--- src/rtl/lu_linear_solver_defines.svh ---
// Assertion macros for the solver top level, lu_linear_solver.
// Expects signals named clk and rst_n in the scope where they are used.
`ifndef LU_LINEAR_SOLVER_DEFINES_SVH
`define LU_LINEAR_SOLVER_DEFINES_SVH

// Same-cycle implication, disabled while reset is asserted.
`define LU_ASSERT_IMPL(lbl, ante, cons, msg) \
  lbl: assert property (@(posedge clk) disable iff (!rst_n) (ante) |-> (cons)) \
    else $error(msg);

// Next-cycle implication, disabled while reset is asserted.
`define LU_ASSERT_NEXT(lbl, ante, cons, msg) \
  lbl: assert property (@(posedge clk) disable iff (!rst_n) (ante) |=> (cons)) \
    else $error(msg);

`endif

--- src/rtl/lu_pkg.sv ---
// Shared types, constants and arithmetic helpers for the LU solver.
// No dependencies; imported by every module of the block.
`default_nettype none
package lu_pkg;

  localparam int WORD_BITS = 32;
  localparam int FRAC_BITS = 16;
  localparam int PROD_W    = 2 * WORD_BITS;
  // Accumulator holds the init word minus up to 63 rounded products.
  localparam int ACC_W     = PROD_W - FRAC_BITS + 7;
  // Quotient steps: |num| shifted by the fraction plus one carry bit.
  localparam int DIV_W     = WORD_BITS + FRAC_BITS + 1;
  localparam int DIV_CW    = $clog2(DIV_W);

  typedef logic signed [WORD_BITS-1:0] word_t;

  localparam word_t WMAX = {1'b0, {(WORD_BITS-1){1'b1}}};
  localparam word_t WMIN = {1'b1, {(WORD_BITS-1){1'b0}}};
  localparam logic [DIV_W-1:0] QMAX = {{(DIV_W-WORD_BITS+1){1'b0}}, {(WORD_BITS-1){1'b1}}};
  localparam logic signed [PROD_W-1:0] RND_HALF = PROD_W'(2**(FRAC_BITS-1));

  // Control of one cell of the solution chain.
  typedef struct packed {
    logic load;
    logic shift;
  } cell_ctrl_t;

  // Divider request and response.
  typedef struct packed {
    logic  start;
    word_t num;
    word_t den;
  } div_req_t;

  typedef struct packed {
    logic  done;
    word_t quo;
  } div_rsp_t;

  // Clamp an accumulator to the word range.
  function automatic word_t sat_word(input logic signed [ACC_W-1:0] a);
    if ((&a[ACC_W-1:WORD_BITS-1]) || !(|a[ACC_W-1:WORD_BITS-1])) begin
      return a[WORD_BITS-1:0];
    end else if (a[ACC_W-1]) begin
      return WMIN;
    end else begin
      return WMAX;
    end
  endfunction

  // Round an exact product to Q16.16: add one half, then floor.
  function automatic logic signed [ACC_W-1:0] rnd_prod(input logic signed [PROD_W-1:0] p);
    logic signed [PROD_W-1:0] t;
    t = p + RND_HALF;
    return ACC_W'(t >>> FRAC_BITS);
  endfunction

endpackage
`default_nettype wire

--- src/rtl/lu_cell.sv ---
// One cell of the solution chain: holds one element and hands it to its
// neighbor on a shift. Depends on lu_pkg.
`default_nettype none
module lu_cell (
  input  wire                 clk,
  input  lu_pkg::cell_ctrl_t  ctrl,
  input  lu_pkg::word_t       load_data,
  input  lu_pkg::word_t       shift_in,
  output lu_pkg::word_t       q
);
  import lu_pkg::*;

  word_t val_r;

  // A load from the solver wins over a shift toward the output.
  always_ff @(posedge clk) begin
    if (ctrl.load) begin
      val_r <= load_data;
    end else if (ctrl.shift) begin
      val_r <= shift_in;
    end
  end

  assign q = val_r;

endmodule
`default_nettype wire

--- config.mk ---
export PLATFORM = sky130hd
export DESIGN_NAME = lu_cell
export DESIGN_NICKNAME = d
export VERILOG_FILES = /design/src/rtl/lu_linear_solver_defines.svh /design/src/rtl/lu_pkg.sv /design/src/rtl/lu_cell.sv
export SDC_FILE = /design/constraint.sdc
export NUM_CORES = 1
export LEC_CHECK = 0
export BUFFER_PORTS_ARGS = -buffer_cell sky130_fd_sc_hd__clkbuf_2
export CAP_MARGIN = 20
export CORE_UTILIZATION = 41
export CTS_CLUSTER_SIZE = 12
export DETAILED_ROUTE_END_ITERATION = 12
export PLACE_DENSITY = 0.78
export SYNTH_ARGS = -nofsm -noshare
export SYNTH_HDL_FRONTEND = slang
export SYNTH_SLANG_ARGS = --single-unit
--- constraint.sdc ---
create_clock -name clk -period 1.9 [get_ports clk]
set_clock_uncertainty 0.15 [all_clocks]
set_input_delay 0.095 -clock clk [delete_from_list [all_inputs] [get_ports clk]]
set_output_delay 0.095 -clock clk [all_outputs]
set_load 0.05 [all_outputs]
==> out/qor.yml <==
p_sw_uw: 662
cts.sinks: 32
p_int_mw: 1.41
grt_start_max_net_pins: 23
cts-resized-gates: 0
via_per_inst: 4.61
drive_above_1_share: 0.580
max_cap_viol_count: 0
placement.io_buffers: 98
postPlaceCellArea_um2: 2020
antenna_found_initial: 0
whs_ns: 0.225
post_drt_wl_per_cell_um: 16.6
synth_flop_cell: "edfxtp_1"
firstDrtPassIters: 4
syn_avg_cell_area_um2: 21.9
gp_congestion: 0.722
row_count: 21
ctsLongestPathBuffers: 2
crit_chain: "clkbuf_2 -> buf_12 -> mux2_4 -> dlygate4sd3_1"
drc: 0
power_density_nw_per_um2: 756
setup_viol_count_final: 0
maxSlewHeadroom: 0.732
root_buffer: "clkbuf_8"
postSynth.asyncResetShare: 0
antennaDiodeCount: 0
grt_pass1_vias: 1440
arrival_ns: 1.60
worstPathMaxFanout: 22
synthToLayoutAreaGrowth_pct: 81.7
hold_violations: 0
ys_warn_count: 0
slowest_delay_ns: 0.58
fin_total_pwr_mw: 2.07
clkPwrFrac: 0.233
grt_use_total: 0.250
drv_slew: 0
hold_path_startpoint: "ctrl[0]"
ys_seq_elements: 32
synth_top_area_cell: "edfxtp_1"
cts_buffers: 5
fin_nets: 304
fin_crit_sh: 0.915
cp_slowest_cell: "dlygate4sd3_1"
synth_area_leaders: "edfxtp_1 64%, mux2_4 29%, buf_12 4.0%"
critPathLaunchType: "input pin"
end_kind: "flop"
seq_area_frac_synth: 0.637
ant_nets: 0
tightest_slew_ns: 0.402
yosysMostFrequentCell: "edfxtp_1"
start_util: 0.438
worstPathRequired_ns: 1.77
peakVddDrop_mv: 0.424
power_leakage_nw: 1.31
core_area_um2: 3440
tns_ns: 0
grt_first_pass_wirelength_um: 7200
post-cts-setup-buffer-count: 0
dieArea_um2: 3920
clkTransAtPathRegs_ns: 0.06
synthDistinctLibCells: 6
criticalPathCategory: "in -> reg"
die-width_um: 62.6
die_y_um: 62.6
drt_wl_total_um: 4700
fmax_mhz: 575
grt-ovfl-total: 0
cts_tree: "yes"
ys_top_cells_by_count: "32 x edfxtp_1, 29 x mux2_4, 3 x buf_12, 3 x mux2_2"
seq_power_share: 0.433
rsz0062_at_grt: "false"
comb_power_share: 0.333
drtIter0Drc: 58
synth_area_um2: 1510
syn_inst: 69
htreeDepth: 2
status: "completed"
switching_share: 0.320
hpwl_um: 2400
final_area_um2: 2740
ios: 99
synth_edf_count: 32
fin_crit_ns: 1.74
largest_reg_flops: 32
vias: 1309
synth_top_area_frac: 0.637
startpoint: "ctrl[1]"
hp-class: "in -> reg"
syn_nets: 136
[through the flow]
stage | worst slack (ns) | util | instances
after floorplan | 0.242 | - | 69
after global routing | 0.145 | 0.796 | 284
after global placement | 0.506 | 0.587 | 212
after detailed placement | 0.465 | 0.587 | 212
final | 0.161 | 0.796 | 284
after CTS | 0.201 | 0.793 | 283
[cell usage in the layout (no fill, tap or decap)]
cell,n
edfxtp_1,32
mux2_2,3
or2_1,1
clkinv_1,1
mux2_4,29
clkbuf_8,5
clkbuf_2,98
buf_4,2
buf_12,1
clkbuf_1,2
dlygate4sd3_1,64
[area by class of cell]
cell class	instances	area, µm²
repair buffers	165	1170
flip-flops and latches	32	961
fillers	179	702
multi-input cells	33	475
clock buffers	7	76.3
well taps	46	57.6
clock inverters	1	3.75
[repair_timing]
item / 4_1_cts / 5_1_grt
endpoints found under the hold margin: 32 / 1
setup endpoints to repair: 0 / 0
hold buffers: 63 / 1
[power groups by stage]
stage          Combinational (mW)  Sequential [mW]  Clock, mW
6_report                    0.690            0.897      0.483
5_1_grt                     0.716            0.901      0.524
4_1_cts                     0.670            0.890      0.489
3_5_place_dp                0.545            0.905          0
3_3_place_gp                0.538            0.900          0
2_1_floorplan               0.125             1.18          0
[worst max-delay path, delay by kind of cell]
| family | cells | cell delay, ns |
|---|---|---|
| buffers and inverters | 3 | 1.18 |
| muxes | 1 | 0.32 |
[layer usage]
layer | share of wire | track usage
met3 | 0.044 | 0.0493
met5 | 0 | 0
met4 | 0.024 | 0.119
met1 | 0.35 | 0.252
met2 | 0.58 | 0.484
[logic make-up after synthesis]
family,after synthesis,share of synthesized area
AND/OR/NAND/NOR,1,0.00415
multiplexers,32,0.311
buffers and inverters,4,0.0473
flip-flops,32,0.637
[worst paths after layout]
| check | endpoint | slack [ns] | cells past startpoint |
|---|---|---|---|
| setup / recovery | q[22] | 0.16 | 4 |
| hold / removal | q[8] | 0.22 | 3 |
Power figures use the tool's default switching activity.
