$ cat config.mk
export PLATFORM = sky130hd
export DESIGN_NAME = lu_div
export DESIGN_NICKNAME = d
export VERILOG_FILES = /design/src/rtl/lu_linear_solver_defines.svh /design/src/rtl/lu_pkg.sv /design/src/rtl/lu_div.sv
export SDC_FILE = /design/constraint.sdc
export NUM_CORES = 1
export LEC_CHECK = 0
export ABC_AREA = 1
export BUFFER_PORTS_ARGS = -buffer_cell sky130_fd_sc_hd__buf_2
export CORE_UTILIZATION = 45
export CTS_BUF_LIST = sky130_fd_sc_hd__clkbuf_2
export DETAILED_ROUTE_END_ITERATION = 12
export MAX_ROUTING_LAYER = met4
export SLEW_MARGIN = 30
export SYNTH_ARGS = -nofsm -noshare
export SYNTH_HDL_FRONTEND = slang
export SYNTH_SLANG_ARGS = --single-unit
$ cat constraint.sdc
create_clock -name clk -period 27.1 [get_ports clk]
set_clock_uncertainty 0.2 [all_clocks]
set_input_delay 2.71 -clock clk [delete_from_list [all_inputs] [get_ports clk]]
set_output_delay 2.71 -clock clk [all_outputs]
set_load 0.02 [all_outputs]
$ cat src/rtl/lu_linear_solver_defines.svh
// Assertion macros for the solver top level, lu_linear_solver.
// Expects signals named clk and rst_n in the scope where they are used.
`ifndef LU_LINEAR_SOLVER_DEFINES_SVH
`define LU_LINEAR_SOLVER_DEFINES_SVH

// Same-cycle implication, disabled while reset is asserted.
`define LU_ASSERT_IMPL(lbl, ante, cons, msg) \
  lbl: assert property (@(posedge clk) disable iff (!rst_n) (ante) |-> (cons)) \
    else $error(msg);

// Next-cycle implication, disabled while reset is asserted.
`define LU_ASSERT_NEXT(lbl, ante, cons, msg) \
  lbl: assert property (@(posedge clk) disable iff (!rst_n) (ante) |=> (cons)) \
    else $error(msg);

`endif

$ cat src/rtl/lu_pkg.sv
// Shared types, constants and arithmetic helpers for the LU solver.
// No dependencies; imported by every module of the block.
`default_nettype none
package lu_pkg;

  localparam int WORD_BITS = 32;
  localparam int FRAC_BITS = 16;
  localparam int PROD_W    = 2 * WORD_BITS;
  // Accumulator holds the init word minus up to 63 rounded products.
  localparam int ACC_W     = PROD_W - FRAC_BITS + 7;
  // Quotient steps: |num| shifted by the fraction plus one carry bit.
  localparam int DIV_W     = WORD_BITS + FRAC_BITS + 1;
  localparam int DIV_CW    = $clog2(DIV_W);

  typedef logic signed [WORD_BITS-1:0] word_t;

  localparam word_t WMAX = {1'b0, {(WORD_BITS-1){1'b1}}};
  localparam word_t WMIN = {1'b1, {(WORD_BITS-1){1'b0}}};
  localparam logic [DIV_W-1:0] QMAX = {{(DIV_W-WORD_BITS+1){1'b0}}, {(WORD_BITS-1){1'b1}}};
  localparam logic signed [PROD_W-1:0] RND_HALF = PROD_W'(2**(FRAC_BITS-1));

  // Control of one cell of the solution chain.
  typedef struct packed {
    logic load;
    logic shift;
  } cell_ctrl_t;

  // Divider request and response.
  typedef struct packed {
    logic  start;
    word_t num;
    word_t den;
  } div_req_t;

  typedef struct packed {
    logic  done;
    word_t quo;
  } div_rsp_t;

  // Clamp an accumulator to the word range.
  function automatic word_t sat_word(input logic signed [ACC_W-1:0] a);
    if ((&a[ACC_W-1:WORD_BITS-1]) || !(|a[ACC_W-1:WORD_BITS-1])) begin
      return a[WORD_BITS-1:0];
    end else if (a[ACC_W-1]) begin
      return WMIN;
    end else begin
      return WMAX;
    end
  endfunction

  // Round an exact product to Q16.16: add one half, then floor.
  function automatic logic signed [ACC_W-1:0] rnd_prod(input logic signed [PROD_W-1:0] p);
    logic signed [PROD_W-1:0] t;
    t = p + RND_HALF;
    return ACC_W'(t >>> FRAC_BITS);
  endfunction

endpackage
`default_nettype wire

$ cat src/rtl/lu_div.sv
// Iterative Q16.16 divider, one quotient bit per cycle, rounding to nearest
// with ties away from zero and saturating. Depends on lu_pkg.
`default_nettype none
module lu_div (
  input  wire               clk,
  input  wire               rst_n,
  input  lu_pkg::div_req_t  req,
  output lu_pkg::div_rsp_t  rsp
);
  import lu_pkg::*;

  logic                  busy_r;
  logic                  done_r;
  logic [DIV_CW-1:0]     cnt_r;
  logic [WORD_BITS-1:0]  rem_r;
  logic [DIV_W-1:0]      dvd_r;
  logic [DIV_W-1:0]      quo_r;
  logic [WORD_BITS-1:0]  md_r;
  logic                  neg_r;
  word_t                 res_r;

  logic [WORD_BITS-1:0]  abs_num;
  logic [WORD_BITS-1:0]  abs_den;
  logic [DIV_W-1:0]      dividend;
  logic [WORD_BITS:0]    r2;
  logic                  ge;
  logic [WORD_BITS:0]    diff;
  logic [DIV_W-1:0]      q_new;
  word_t                 q_fin;

  // Magnitudes; the rounding half of the divisor is folded into the dividend.
  always_comb begin
    abs_num  = req.num[WORD_BITS-1] ? (~req.num + 1'b1) : req.num;
    abs_den  = req.den[WORD_BITS-1] ? (~req.den + 1'b1) : req.den;
    dividend = {1'b0, abs_num, {FRAC_BITS{1'b0}}} + DIV_W'(abs_den >> 1);
  end

  // One restoring step.
  always_comb begin
    r2    = {rem_r, dvd_r[DIV_W-1]};
    ge    = r2 >= {1'b0, md_r};
    diff  = r2 - {1'b0, md_r};
    q_new = {quo_r[DIV_W-2:0], ge};
    if (q_new > QMAX) begin
      q_fin = neg_r ? WMIN : WMAX;
    end else begin
      q_fin = neg_r ? -word_t'(q_new[WORD_BITS-1:0]) : word_t'(q_new[WORD_BITS-1:0]);
    end
  end

  always_ff @(posedge clk) begin
    if (!rst_n) begin
      busy_r <= 1'b0;
      done_r <= 1'b0;
    end else begin
      done_r <= 1'b0;
      if (req.start) begin
        if (req.den == '0) begin
          done_r <= 1'b1;
          res_r  <= '0;
        end else begin
          busy_r <= 1'b1;
          cnt_r  <= '0;
          rem_r  <= '0;
          dvd_r  <= dividend;
          quo_r  <= '0;
          md_r   <= abs_den;
          neg_r  <= req.num[WORD_BITS-1] ^ req.den[WORD_BITS-1];
        end
      end else if (busy_r) begin
        rem_r <= ge ? diff[WORD_BITS-1:0] : r2[WORD_BITS-1:0];
        quo_r <= q_new;
        dvd_r <= dvd_r << 1;
        cnt_r <= cnt_r + 1'b1;
        if (cnt_r == DIV_CW'(DIV_W - 1)) begin
          busy_r <= 1'b0;
          done_r <= 1'b1;
          res_r  <= q_fin;
        end
      end
    end
  end

  assign rsp.done = done_r;
  assign rsp.quo  = res_r;

endmodule
`default_nettype wire

==> out/metrics.cfg <==
[timing]
relSlewSlack_pct = 47.2
setup_viol = 0
hold_violations = 0
period_needed_ps = 6040
max_freq_mhz = 165
fin_tns_setup_ps = 0
slew_viol_final = 0
rsz0062_at_grt = no
fin_crit_sh_pct = 22.3
tightest_slew_ps = 792

[logic_synthesis]
synth-seq-area-share_pct = 43.7
synth_top_area_share_pct = 43.4
synth_edf_count = 200
synth_area_leaders = edfxtp_1 (43%), nand2_1 (12%), nor2_1 (6.2%)
synth_top_cell_by_area = edfxtp_1
async_flop_share_pct = 0
avgSynthCellArea_um2 = 7.95
synthCells = 1740
synth_ff_type = edfxtp_1
yosysUniqueCellTypes = 54
syn_area_um2 = 13800
ys_warn_count = 0
ys_ff_latch = 202
syn_nets = 1862

[layout]
fin_cells = 2297
multiInputGateArea_um2 = 6810
fill_cells = 3012
seq_area_um2 = 6050
drive_above_1_share_pct = 13.4
syn2layout_area_growth_pct = 10.1
fin_nets = 1980

[critical_path]
endpoint_kind = flop
required_ps = 27460
path_max_fanout = 5
critical_path_class = primary input to flop
crit_path_start_kind = primary input
cp.arrival_ps = 6400

[global_routing]
grt-ovfl-total = 0
grt_use_total_pct = 23.9
grt_pass1_vias = 11500
antenna_found_initial = 8
grt_first_pass_wirelength_um = 58000
grt_start_max_net_pins = 107

[placement]
hpwl_um = 26900
gp_congestion = 0.932
port_buffers = 99
dp.cells = 2192

[drt]
num_vias = 11800
ant_nets = 0
drtIter0Drc = 773
finalWirelength_um = 35600
drtPass1Iterations = 5
wl_per_cell_um = 15.5
route.detailed.drc = 0
via_per_inst = 5.16

[die]
die_area_um2 = 31400
io_pins = 100
die_y_um = 177
fp.dieW_um = 177
initial_utilization_pct = 46.2
core_um2 = 30000
rows = 63

[status]
status = finished, final reports clean

[hold_path]
hold_class = flop to flop

[power]
leakage_nw = 6.75
power_density_nw_per_um2 = 52.5
ir_worst_vdd_mv = 0.0221

[cts]
cts_made_buffers = 53
cts_setup_buffers = 0
hold_buffers = 0
clockRootBuffer = clkbuf_2
worstSkewPairLatency_ps = 830
h-tree-depth = 2
cts.path.max_buffers = 3
cts_sinks = 202
cts_tree = built
cts_resized = 0
clk_pin_slew_ps = 120

[job]
cap_violations = 0

-- worst max-delay path, stage by stage --
cell     delay [ps]
buf_2           140
inv_1            80
ha_1            140
inv_1            50
nor3_1          200
nand2_1         120
nor3_2          300
nand4_1         210
nor2_1          170
nand2_1         140
o21ai_1         230
nand2_1         100
xor2_1          170
ha_1            370
nand2_1          80
inv_1            70
nand3_1         110
nor3_1          150
a21oi_1         150
nor2_2          190
nand2_2         130
nor2_4          150
xor2_1          170
o21ai_1          70
-- power by group --
group | internal (mW) | leakage [nW] | switching, mW
combinational | 0.0707 | 4.45 | 0.134
sequential | 0.373 | 1.93 | 0.0112
clock | 0.0789 | 0.366 | 0.132
total | 0.522 | 6.75 | 0.277
-- cells by family (layout without fill, tap and decap cells) --
kind of cell	after synthesis	in the layout	synth area share (%)
other	0	8	0
xor gates and xnor gates	104	104	6.59
adders and majority gates	55	55	5.09
DFF	202	202	43.7
AOI/OAI and AO/OA	242	242	9.88
and+or+nand+nor	881	881	27.5
buffers and inverters	256	415	7.26
-- synthesized netlist by cell type (3+ instances only) --
cell,count
o21ai_0,93
xnor2_1,41
nor2_1,229
ha_1,53
o31ai_1,4
clkbuf_1,28
o21ai_2,13
a21oi_1,87
o21bai_1,7
edfxtp_1,200
a31oi_1,12
inv_2,6
inv_1,202
xor2_1,63
buf_1,5
o21ai_1,5
nand2_1,432
nor2_4,5
buf_6,3
nor3_2,3
a21o_1,12
nor3_1,20
buf_2,6
nand3b_1,4
nand3_1,104
nor2_2,7
or2_2,4
nand4_1,34
nor4_1,16
clkinv_1,3
nand2_2,9
-- worst paths after layout --
check                           from                       to  slack [ps]  cells past startpoint
min reg2reg      dvd_r[12]$_DFFE_PP_      dvd_r[13]$_DFFE_PP_         300                      2
max                           req[0]      dvd_r[39]$_DFFE_PP_       21060                     24
min              dvd_r[12]$_DFFE_PP_      dvd_r[13]$_DFFE_PP_         300                      2
max reg2reg  rem_r[15]$_SDFFCE_PP0P_  res_r[18]$_SDFFCE_PP0P_       22640                     19
-- flip-flops by register name (all words and copies together) (netlist names) --
name and flops:
quo_r 48, neg_r 1, rem_r 32, res_r 32, done_r 1, busy_r 1
dvd_r 49, md_r 32, cnt_r 6
-- metrics by stage --
step                      utilization (%)  setup slack (ps)  hold slack (ps)  cell area [um^2]  power [mW]
after floorplan                         -             16220              287             13800       0.543
after global placement               49.0             20310              291             14700       0.593
after detailed placement             49.1             20160              305             14700       0.594
after CTS                            50.6             21080              289             15200       0.807
after global routing                 50.8             20690              343             15200       0.850
final                                50.8             21060              302             15200       0.799
-- cells in the final DEF (no fill, tap or decap), drive strengths merged, types with 4 or more instances in the layout --
master  Yosys  routed
nand2     443     443
nor2      242     242
inv       209     211
edfxtp    200     200
o21ai     111     111
nand3     106     106
buf        16     106
a21oi      88      88
clkbuf     28      80
xor2       63      63
ha         53      53
xnor2      41      41
nand4      35      35
nor3       23      23
nor4       17      17
clkinv      3      17
a21o       12      12
a31oi      12      12
diode       0       8
o21bai      7       7
o31ai       4       4
or2         4       4
nand3b      4       4
-- area by class of cell --
cell class / instances / share of cell area (%)
sequential: 202 / 39.7
inverter: 212 / 5.27
clock buffer: 79 / 2.60
antenna: 8 / 0.132
multi-input combinational: 1282 / 44.8
clock inverter: 17 / 0.502
timing repair buffer: 107 / 3.81
tap: 390 / 3.21
-- routing by layer --
metal,GRT usage [%],vias to the layer above,routed length (um)
met5,-,-,0
met4,6.13,0,618
met3,4.33,57,2030
met2,37.9,286,16300
met1,31.6,5425,16600
li1,-,6079,-
Power figures use the tool's default switching activity.
